--- config.mk ---
export PLATFORM = sky130hd
export DESIGN_NAME = sirp_seq
export DESIGN_NICKNAME = d
export VERILOG_FILES = /design/src/rtl/sirp_pkg.sv /design/src/rtl/sirp_seq.sv
export SDC_FILE = /design/constraint.sdc
export NUM_CORES = 2
export LEC_CHECK = 0
export CORE_AREA = 2 2 307 309
export DETAILED_ROUTE_END_ITERATION = 10
export DIE_AREA = 0 0 309 311
export DONT_BUFFER_PORTS = 1
export PLACE_DENSITY = 0.69
export SYNTH_ARGS = -nofsm -noshare
export SYNTH_HDL_FRONTEND = slang
export SYNTH_SLANG_ARGS = --single-unit
--- constraint.sdc ---
create_clock -name clk -period 20.3 [get_ports clk]
set_input_delay 5.075 -clock clk [delete_from_list [all_inputs] [get_ports clk]]
set_output_delay 5.075 -clock clk [all_outputs]
set_load 0.05 [all_outputs]
--- src/rtl/sirp_pkg.sv ---
// Package for the seek index range planner: widths, request and status codes,
// and the sequencer state type. No dependencies.
package sirp_pkg;

    localparam int MaxBlocks  = 1024;
    localparam int IdxBits    = 10;
    localparam int CntBits    = 11;
    localparam int MaxSpan    = 64;
    localparam int OffBits    = 48;

    typedef enum logic [1:0] {
        REQ_CLEAR  = 2'd0,
        REQ_APPEND = 2'd1,
        REQ_QUERY  = 2'd2,
        REQ_NONE   = 2'd3
    } req_t;

    typedef enum logic [2:0] {
        ST_OK       = 3'd0,
        ST_EMPTY    = 3'd1,
        ST_DST      = 3'd2,
        ST_PAST_END = 3'd3,
        ST_FULL     = 3'd4,
        ST_SPAN     = 3'd5,
        ST_OVERFLOW = 3'd6
    } status_t;

    typedef enum logic [3:0] {
        S_IDLE,
        S_CHECK,
        S_SRCH1,
        S_WAIT1,
        S_STEP1,
        S_SRCH2,
        S_WAIT2,
        S_STEP2,
        S_SPANCHK,
        S_EMIT_RD,
        S_EMIT_WAIT,
        S_EMIT
    } state_t;

    localparam logic [2:0] RegBase = 3'd0;

    // One stored index entry.
    typedef struct packed {
        logic [OffBits-1:0] comp_start;
        logic [31:0]        cbytes;
        logic [OffBits-1:0] decomp_end;
        logic [31:0]        dbytes;
    } entry_t;

    // Memory access bundle from the sequencer.
    typedef struct packed {
        logic               wr_en;
        logic [IdxBits-1:0] wr_addr;
        entry_t             wr_data;
        logic [IdxBits-1:0] rd_addr;
    } mem_req_t;

endpackage

--- src/rtl/sirp_seq.sv ---
// Request sequencer: append, clear, range checks, binary searches and plan emission.
// Depends on sirp_pkg; reads and writes the index through sirp_entry_ram.
module sirp_seq (
    input  logic                         clk,
    input  logic                         rst_n,
    input  logic                         start,
    input  logic [1:0]                   req_type,
    input  logic [31:0]                  entry_cbytes,
    input  logic [31:0]                  entry_dbytes,
    input  logic [sirp_pkg::OffBits-1:0] range_offset,
    input  logic [sirp_pkg::OffBits-1:0] range_len,
    input  logic [sirp_pkg::OffBits-1:0] dest_room,
    input  logic [31:0]                  base_comp_offset,
    input  logic                         base_wr,
    output logic                         busy,
    output sirp_pkg::mem_req_t           mem_req,
    input  sirp_pkg::entry_t             rd_data,
    output logic                         valid,
    output logic [2:0]                   status,
    output logic [9:0]                   block_index,
    output logic [sirp_pkg::OffBits-1:0] comp_offset,
    output logic [31:0]                  blk_cbytes,
    output logic [31:0]                  skip_bytes,
    output logic [31:0]                  copy_bytes,
    output logic [sirp_pkg::OffBits-1:0] dst_offset,
    output logic                         last
);
    import sirp_pkg::*;

    state_t state_reg, state_next;
    logic [CntBits-1:0] count_reg;
    logic [OffBits-1:0] comp_run_reg, decomp_tot_reg;
    logic [OffBits-1:0] off_reg, len_reg, cap_reg, end_reg, rem_reg, dpos_reg;
    logic [CntBits-1:0] lo_reg, hi_reg, first_reg, final_reg, cur_reg;
    logic [CntBits-1:0] mid;
    logic [OffBits:0]   csum, dsum, qend;
    logic               hit;
    logic [OffBits-1:0] bstart, skip_w, avail_w, copy_w;
    logic [CntBits-1:0] span;

    assign mid  = lo_reg + ((hi_reg - lo_reg) >> 1);
    assign csum = {1'b0, comp_run_reg} + {{(OffBits-31){1'b0}}, entry_cbytes};
    assign dsum = {1'b0, decomp_tot_reg} + {{(OffBits-31){1'b0}}, entry_dbytes};
    assign qend = {1'b0, off_reg} + {1'b0, len_reg};
    assign hit  = rd_data.decomp_end <= end_reg;
    assign span = final_reg - first_reg;

    // Per-block plan values from the entry just read.
    always_comb
    begin
        bstart  = rd_data.decomp_end - {{(OffBits-32){1'b0}}, rd_data.dbytes};
        skip_w  = (off_reg > bstart) ? off_reg - bstart : '0;
        avail_w = ({{(OffBits-32){1'b0}}, rd_data.dbytes} > skip_w)
                  ? {{(OffBits-32){1'b0}}, rd_data.dbytes} - skip_w : '0;
        copy_w  = (avail_w < rem_reg) ? avail_w : rem_reg;
    end

    // Next state.
    always_comb
    begin
        state_next = state_reg;
        case (state_reg)
            S_IDLE:
            begin
                if (start && req_type == REQ_QUERY)
                begin
                    state_next = S_CHECK;
                end
            end
            S_CHECK:
            begin
                if (len_reg == '0 || cap_reg < len_reg
                    || qend > {1'b0, decomp_tot_reg})
                begin
                    state_next = S_IDLE;
                end
                else
                begin
                    state_next = S_SRCH1;
                end
            end
            S_SRCH1:     state_next = (lo_reg < hi_reg) ? S_WAIT1 : S_SRCH2;
            S_WAIT1:     state_next = S_STEP1;
            S_STEP1:     state_next = S_SRCH1;
            S_SRCH2:     state_next = (lo_reg < hi_reg) ? S_WAIT2 : S_SPANCHK;
            S_WAIT2:     state_next = S_STEP2;
            S_STEP2:     state_next = S_SRCH2;
            S_SPANCHK:
            begin
                if (final_reg >= count_reg || first_reg > final_reg
                    || span >= CntBits'(MaxSpan))
                begin
                    state_next = S_IDLE;
                end
                else
                begin
                    state_next = S_EMIT_RD;
                end
            end
            S_EMIT_RD:   state_next = S_EMIT_WAIT;
            S_EMIT_WAIT: state_next = S_EMIT;
            S_EMIT:      state_next = (cur_reg == final_reg) ? S_IDLE : S_EMIT_RD;
            default:     state_next = S_IDLE;
        endcase
    end

    // Memory port control. The probe address is held through the wait cycle
    // so that the step cycle sees the entry at mid.
    always_comb
    begin
        mem_req = '0;
        mem_req.wr_addr = count_reg[IdxBits-1:0];
        mem_req.wr_data.comp_start  = comp_run_reg;
        mem_req.wr_data.cbytes      = entry_cbytes;
        mem_req.wr_data.decomp_end  = dsum[OffBits-1:0];
        mem_req.wr_data.dbytes      = entry_dbytes;
        mem_req.wr_en = state_reg == S_IDLE && start && req_type == REQ_APPEND
                        && count_reg != CntBits'(MaxBlocks)
                        && !csum[OffBits] && !dsum[OffBits];
        case (state_reg)
            S_SRCH1, S_WAIT1, S_SRCH2, S_WAIT2: mem_req.rd_addr = mid[IdxBits-1:0];
            default:                            mem_req.rd_addr = cur_reg[IdxBits-1:0];
        endcase
    end

    assign busy = state_reg != S_IDLE;

    // Registers.
    always_ff @(posedge clk or negedge rst_n)
    begin
        if (!rst_n)
        begin
            state_reg      <= S_IDLE;
            count_reg      <= '0;
            comp_run_reg   <= OffBits'(16);
            decomp_tot_reg <= '0;
            valid          <= 1'b0;
        end
        else
        begin
            state_reg <= state_next;
            valid     <= 1'b0;
            if (base_wr && count_reg == '0)
            begin
                comp_run_reg <= {{(OffBits-32){1'b0}}, base_comp_offset};
            end
            case (state_reg)
                S_IDLE:
                begin
                    if (start)
                    begin
                        valid <= req_type != REQ_NONE;
                        if (req_type == REQ_CLEAR)
                        begin
                            count_reg      <= '0;
                            decomp_tot_reg <= '0;
                            comp_run_reg   <= {{(OffBits-32){1'b0}}, base_comp_offset};
                        end
                        else if (mem_req.wr_en)
                        begin
                            count_reg      <= count_reg + 1'b1;
                            comp_run_reg   <= csum[OffBits-1:0];
                            decomp_tot_reg <= dsum[OffBits-1:0];
                        end
                        if (req_type == REQ_QUERY)
                        begin
                            valid <= 1'b0;
                        end
                    end
                end
                S_CHECK:
                begin
                    if (state_next == S_IDLE)
                    begin
                        valid <= 1'b1;
                    end
                end
                S_SPANCHK:
                begin
                    if (state_next == S_IDLE)
                    begin
                        valid <= 1'b1;
                    end
                end
                S_EMIT:
                begin
                    valid <= 1'b1;
                end
                default:
                begin
                end
            endcase
        end
    end

    // Datapath registers.
    always_ff @(posedge clk)
    begin
        case (state_reg)
            S_IDLE:
            begin
                off_reg <= range_offset;
                len_reg <= range_len;
                cap_reg <= dest_room;
                end_reg <= range_offset;
                lo_reg  <= '0;
                hi_reg  <= count_reg;
                status      <= ST_OK;
                block_index <= '0;
                comp_offset <= '0;
                blk_cbytes  <= '0;
                skip_bytes  <= '0;
                copy_bytes  <= '0;
                dst_offset  <= '0;
                last        <= 1'b1;
                if (req_type == REQ_APPEND)
                begin
                    if (count_reg == CntBits'(MaxBlocks))
                    begin
                        status <= ST_FULL;
                    end
                    else if (csum[OffBits] || dsum[OffBits])
                    begin
                        status <= ST_OVERFLOW;
                    end
                    else
                    begin
                        block_index <= count_reg[IdxBits-1:0];
                        comp_offset <= comp_run_reg;
                        blk_cbytes  <= entry_cbytes;
                        copy_bytes  <= entry_dbytes;
                        dst_offset  <= decomp_tot_reg;
                    end
                end
            end
            S_CHECK:
            begin
                status <= (len_reg == '0) ? ST_EMPTY
                        : (cap_reg < len_reg) ? ST_DST : ST_PAST_END;
            end
            S_STEP1, S_STEP2:
            begin
                if (hit)
                begin
                    lo_reg <= mid + 1'b1;
                end
                else
                begin
                    hi_reg <= mid;
                end
            end
            S_SRCH1:
            begin
                if (lo_reg >= hi_reg)
                begin
                    first_reg <= lo_reg;
                    lo_reg    <= '0;
                    hi_reg    <= count_reg;
                    end_reg   <= qend[OffBits-1:0] - 1'b1;
                end
            end
            S_SRCH2:
            begin
                final_reg <= lo_reg;
            end
            S_SPANCHK:
            begin
                status   <= ST_SPAN;
                cur_reg  <= first_reg;
                rem_reg  <= len_reg;
                dpos_reg <= '0;
            end
            S_EMIT:
            begin
                status      <= ST_OK;
                block_index <= cur_reg[IdxBits-1:0];
                comp_offset <= rd_data.comp_start;
                blk_cbytes  <= rd_data.cbytes;
                skip_bytes  <= skip_w[31:0];
                copy_bytes  <= copy_w[31:0];
                dst_offset  <= dpos_reg;
                last        <= cur_reg == final_reg;
                dpos_reg    <= dpos_reg + copy_w;
                rem_reg     <= rem_reg - copy_w;
                cur_reg     <= cur_reg + 1'b1;
            end
            default:
            begin
            end
        endcase
    end
endmodule

==> key figures <==
Run status
  • Status: finished, final reports clean

Floorplan
  • Width of the die: 309 um
  • Initial Util: 57.40%
  • Rows: 112
  • Core Box Area: 92,770 um^2
  • Die Area: 96,100 um^2
  • Top Ports: 795
  • Die Y: 311 um

Critical path
  • Reg2reg start: off_reg[0]
  • Most used cell, CP: o21ai_0
  • Slowest cell on crit path: fa_1
  • Critical Path RT: 20,800 ps
  • WS Path Type: input pin to register
  • Worst Path Max Fanout: 6
  • CP endpoint kind: register
  • Reg2reg setup slack: 7650 ps
  • Largest stage delay on the critical path: 400 ps
  • Arrival time worst endpoint: 19,910 ps
  • Path depth of the worst reg2reg path: 60
  • Reg-to-Reg End: dpos_reg[47]
  • Startpoint types: input pin

Timing
  • Fmax: 51.52 MHz
  • Slew Limit Fails: 0
  • Slew headroom: 13.01%
  • Endpoints failing setup: 0
  • Final Skew: 39.45 ps
  • Count of final hold-check violations: 0
  • Crit path time final: 19,410 ps
  • Period utilization: 95.62%
  • Worst slew pin tran: 1294 ps

Synth
  • Post-synthesis register bit count: 661
  • Ys async rst share: 16.94%
  • Synth Area in XOR/XNOR: 6.727%
  • Synth warn: 0
  • Syn avg cell area: 8.768 um^2
  • Post-synth cell types: 106
  • Sequential fraction of the synthesis area: 36.22%
  • Post-synth top area cell: edfxtp_1
  • Post-synthesis cell area: 53,250 um^2
  • Syn Inst Count: 6,073
  • Dominant synthesized flop cell: edfxtp_1
  • Largest family of logic cells by synthesized area: compound AO/OA/AOI/OAI gates
  • Post-synthesis mux area share: 0.6109%
  • Synth area leaders: edfxtp_1 (31%), ha_1 (12%), nand2_1 (5.7%)
  • Synth top area share: 30.96%
  • Synth Area in Simple Gates: 16.54%
  • Compound-Gate Fraction of Synth Area: 20.78%
  • Post-synthesis adder-cell area fraction: 13.36%
  • EDFF count, synth: 549

Detailed routing
  • Wirelength, routed: 205,200 um
  • Residual DRC: 0
  • Detail Route Antenna Nets: 0
  • Vias: 48,366
  • Routed vias/inst: 6.465
  • First-pass DRT Iterations: 9
  • Wirelength per Cell: 27.43 um
  • DRT iter0 DRCs: 5,654

GRT
  • Global Route Usage Sum: 41.36%
  • Number of global-route vias before repair: 45,444
  • GRT overflow: 0
  • Largest net degree at the start of global routing: 175
  • Initial antenna violation count: 21
  • First-pass GRT wire length: 295,400 um

Clocking
  • Clock buffer depth: 3
  • H-tree depth: 3
  • Clk slew on worst S/H paths: 60 ps
  • Post-CTS Hold Buffers: 0
  • # clock sinks: 661
  • Clock Latency Late Sink: 670 ps
  • CTS tree: done
  • Num CTS Buffers: 77
  • CTS root buf: clkbuf_16

Cells and area
  • NumNets Final: 7,092
  • Area of the multi-input gates: 31,370 um^2
  • Commonest non-fill, non-tap cell in the layout: nand2_1
  • Share of cells above drive strength 1: 9.116%
  • Seq. cell area: 19,290 um^2
  • Commonest non-fill, non-tap cells in the layout: nand2_1 (805), edfxtp_1 (549), ha_1 (526), o21ai_0 (493), inv_1 (436)
  • Finished Layout Cells: 7,481
  • Fill cell count: 7,887
  • Area grow syn2layout: 10.26%

Place
  • IO Port Bufs: 0
  • DPL Wire Length: 163,600 um
  • Number of cells after detailed placement: 7,316
  • GP Congestion: 1.086

Min path
  • Hold endpoint: decomp_tot_reg[33]
  • Hold path depth: 1
  • Hold Crit Class: register to register
  • Hold Path Origin: decomp_tot_reg[33]

Run
  • Max_cap viols: 0
## worst max-delay path by stage
| stage | endpoint | startpoint | slack (ps) | cells after the start |
|---|---|---|---|---|
| 6_report | dpos_reg[47] | rd_data[32] | 890 | 80 |
| 3_5_place_dp | dpos_reg[47] | rd_data[1] | -350 | 83 |
| 4_1_cts | dpos_reg[47] | rd_data[1] | 210 | 83 |
| 5_1_grt | dpos_reg[47] | rd_data[32] | -100 | 81 |
| 3_3_place_gp | dpos_reg[47] | rd_data[1] | 230 | 84 |
| 2_1_floorplan | dpos_reg[47] | rd_data[32] | 30 | 90 |
## per-layer routing
metal,part of all wire [%],vias up,global-route usage [%]
met5,0.028,-,0
met4,7.3,8,25.94
met3,11,508,11.91
met2,44,2759,63.28
met1,37,22978,51.24
li1,-,22113,-
## critical path, delay by kind of cell
kind | cells | cell delay (ps)
AND/OR/NAND/NOR | 13 | 1720
buffers and inverters | 7 | 890
XOR/XNOR | 1 | 190
adder cells (fa/ha/maj) | 7 | 2000
AO/OA/AOI/OAI | 50 | 9510
multiplexers | 2 | 500
## kinds of logic after synthesis
kind of cell,count (synthesis)
simple gates,1903
compound gates,1760
buf+inv,742
flops,661
fa+ha+maj,567
xor+xnor,409
mux,30
other cells,1
## synth_stat cells, types with 30 or more instances
cell type and instances:
o21bai_1 57, a21o_1 192, edfxtp_1 549, nor4_1 40, clkbuf_1 208, nor3_1 106
inv_1 437, dfrtp_1 111, xnor2_1 282, nand4_1 87, a21oi_1 438, buf_4 74
nor2b_1 73, nor2_1 380, nand2_1 807, or3_1 31, and3_1 55, nand2b_1 75
and2_1 42, o21a_1 49, a211oi_1 34, o21ai_0 500, o31ai_1 123, nand3_1 118
o211ai_1 30, ha_1 528, a31oi_1 43, o22ai_1 58, xor2_1 127
## stage by stage
step / setup WS [ps] / utilization (%) / TNS [ps] / hold WS (ps) / area, um^2
finish: 888.3 / 63.29 / 0 / 495.4 / 58710
global route: -95.13 / 63.29 / -385.4 / 515.8 / 58710
CTS: 208.4 / 62.99 / 0 / 492.4 / 58430
detailed placement: -349.9 / 60.20 / -2144 / 483.9 / 55840
global placement: 229.7 / 60.20 / 0 / 477.3 / 55840
floorplan: 33.63 / - / 0 / 456.7 / 53340
## what timing repair did
action	4_1_cts	5_1_grt
resized for setup	0	42
setup buffers	0	5
hold endpoints to repair	0	0
setup endpoints to repair	0	76
## final cells by class
| type | instances | share of cell area [%] |
|---|---|---|
| repair buffers | 284 | 3.700 |
| flip-flops and latches | 661 | 32.85 |
| multi-input cells | 4678 | 53.43 |
| clock inverters | 44 | 0.7544 |
| inverters | 445 | 2.858 |
| diodes | 18 | 0.07672 |
| well taps | 1254 | 2.672 |
| clock buffers | 97 | 3.657 |
Power is left out: the tool's default activity adds up to more than one toggle a clock period on the data nets, which glitch-free logic cannot reach.
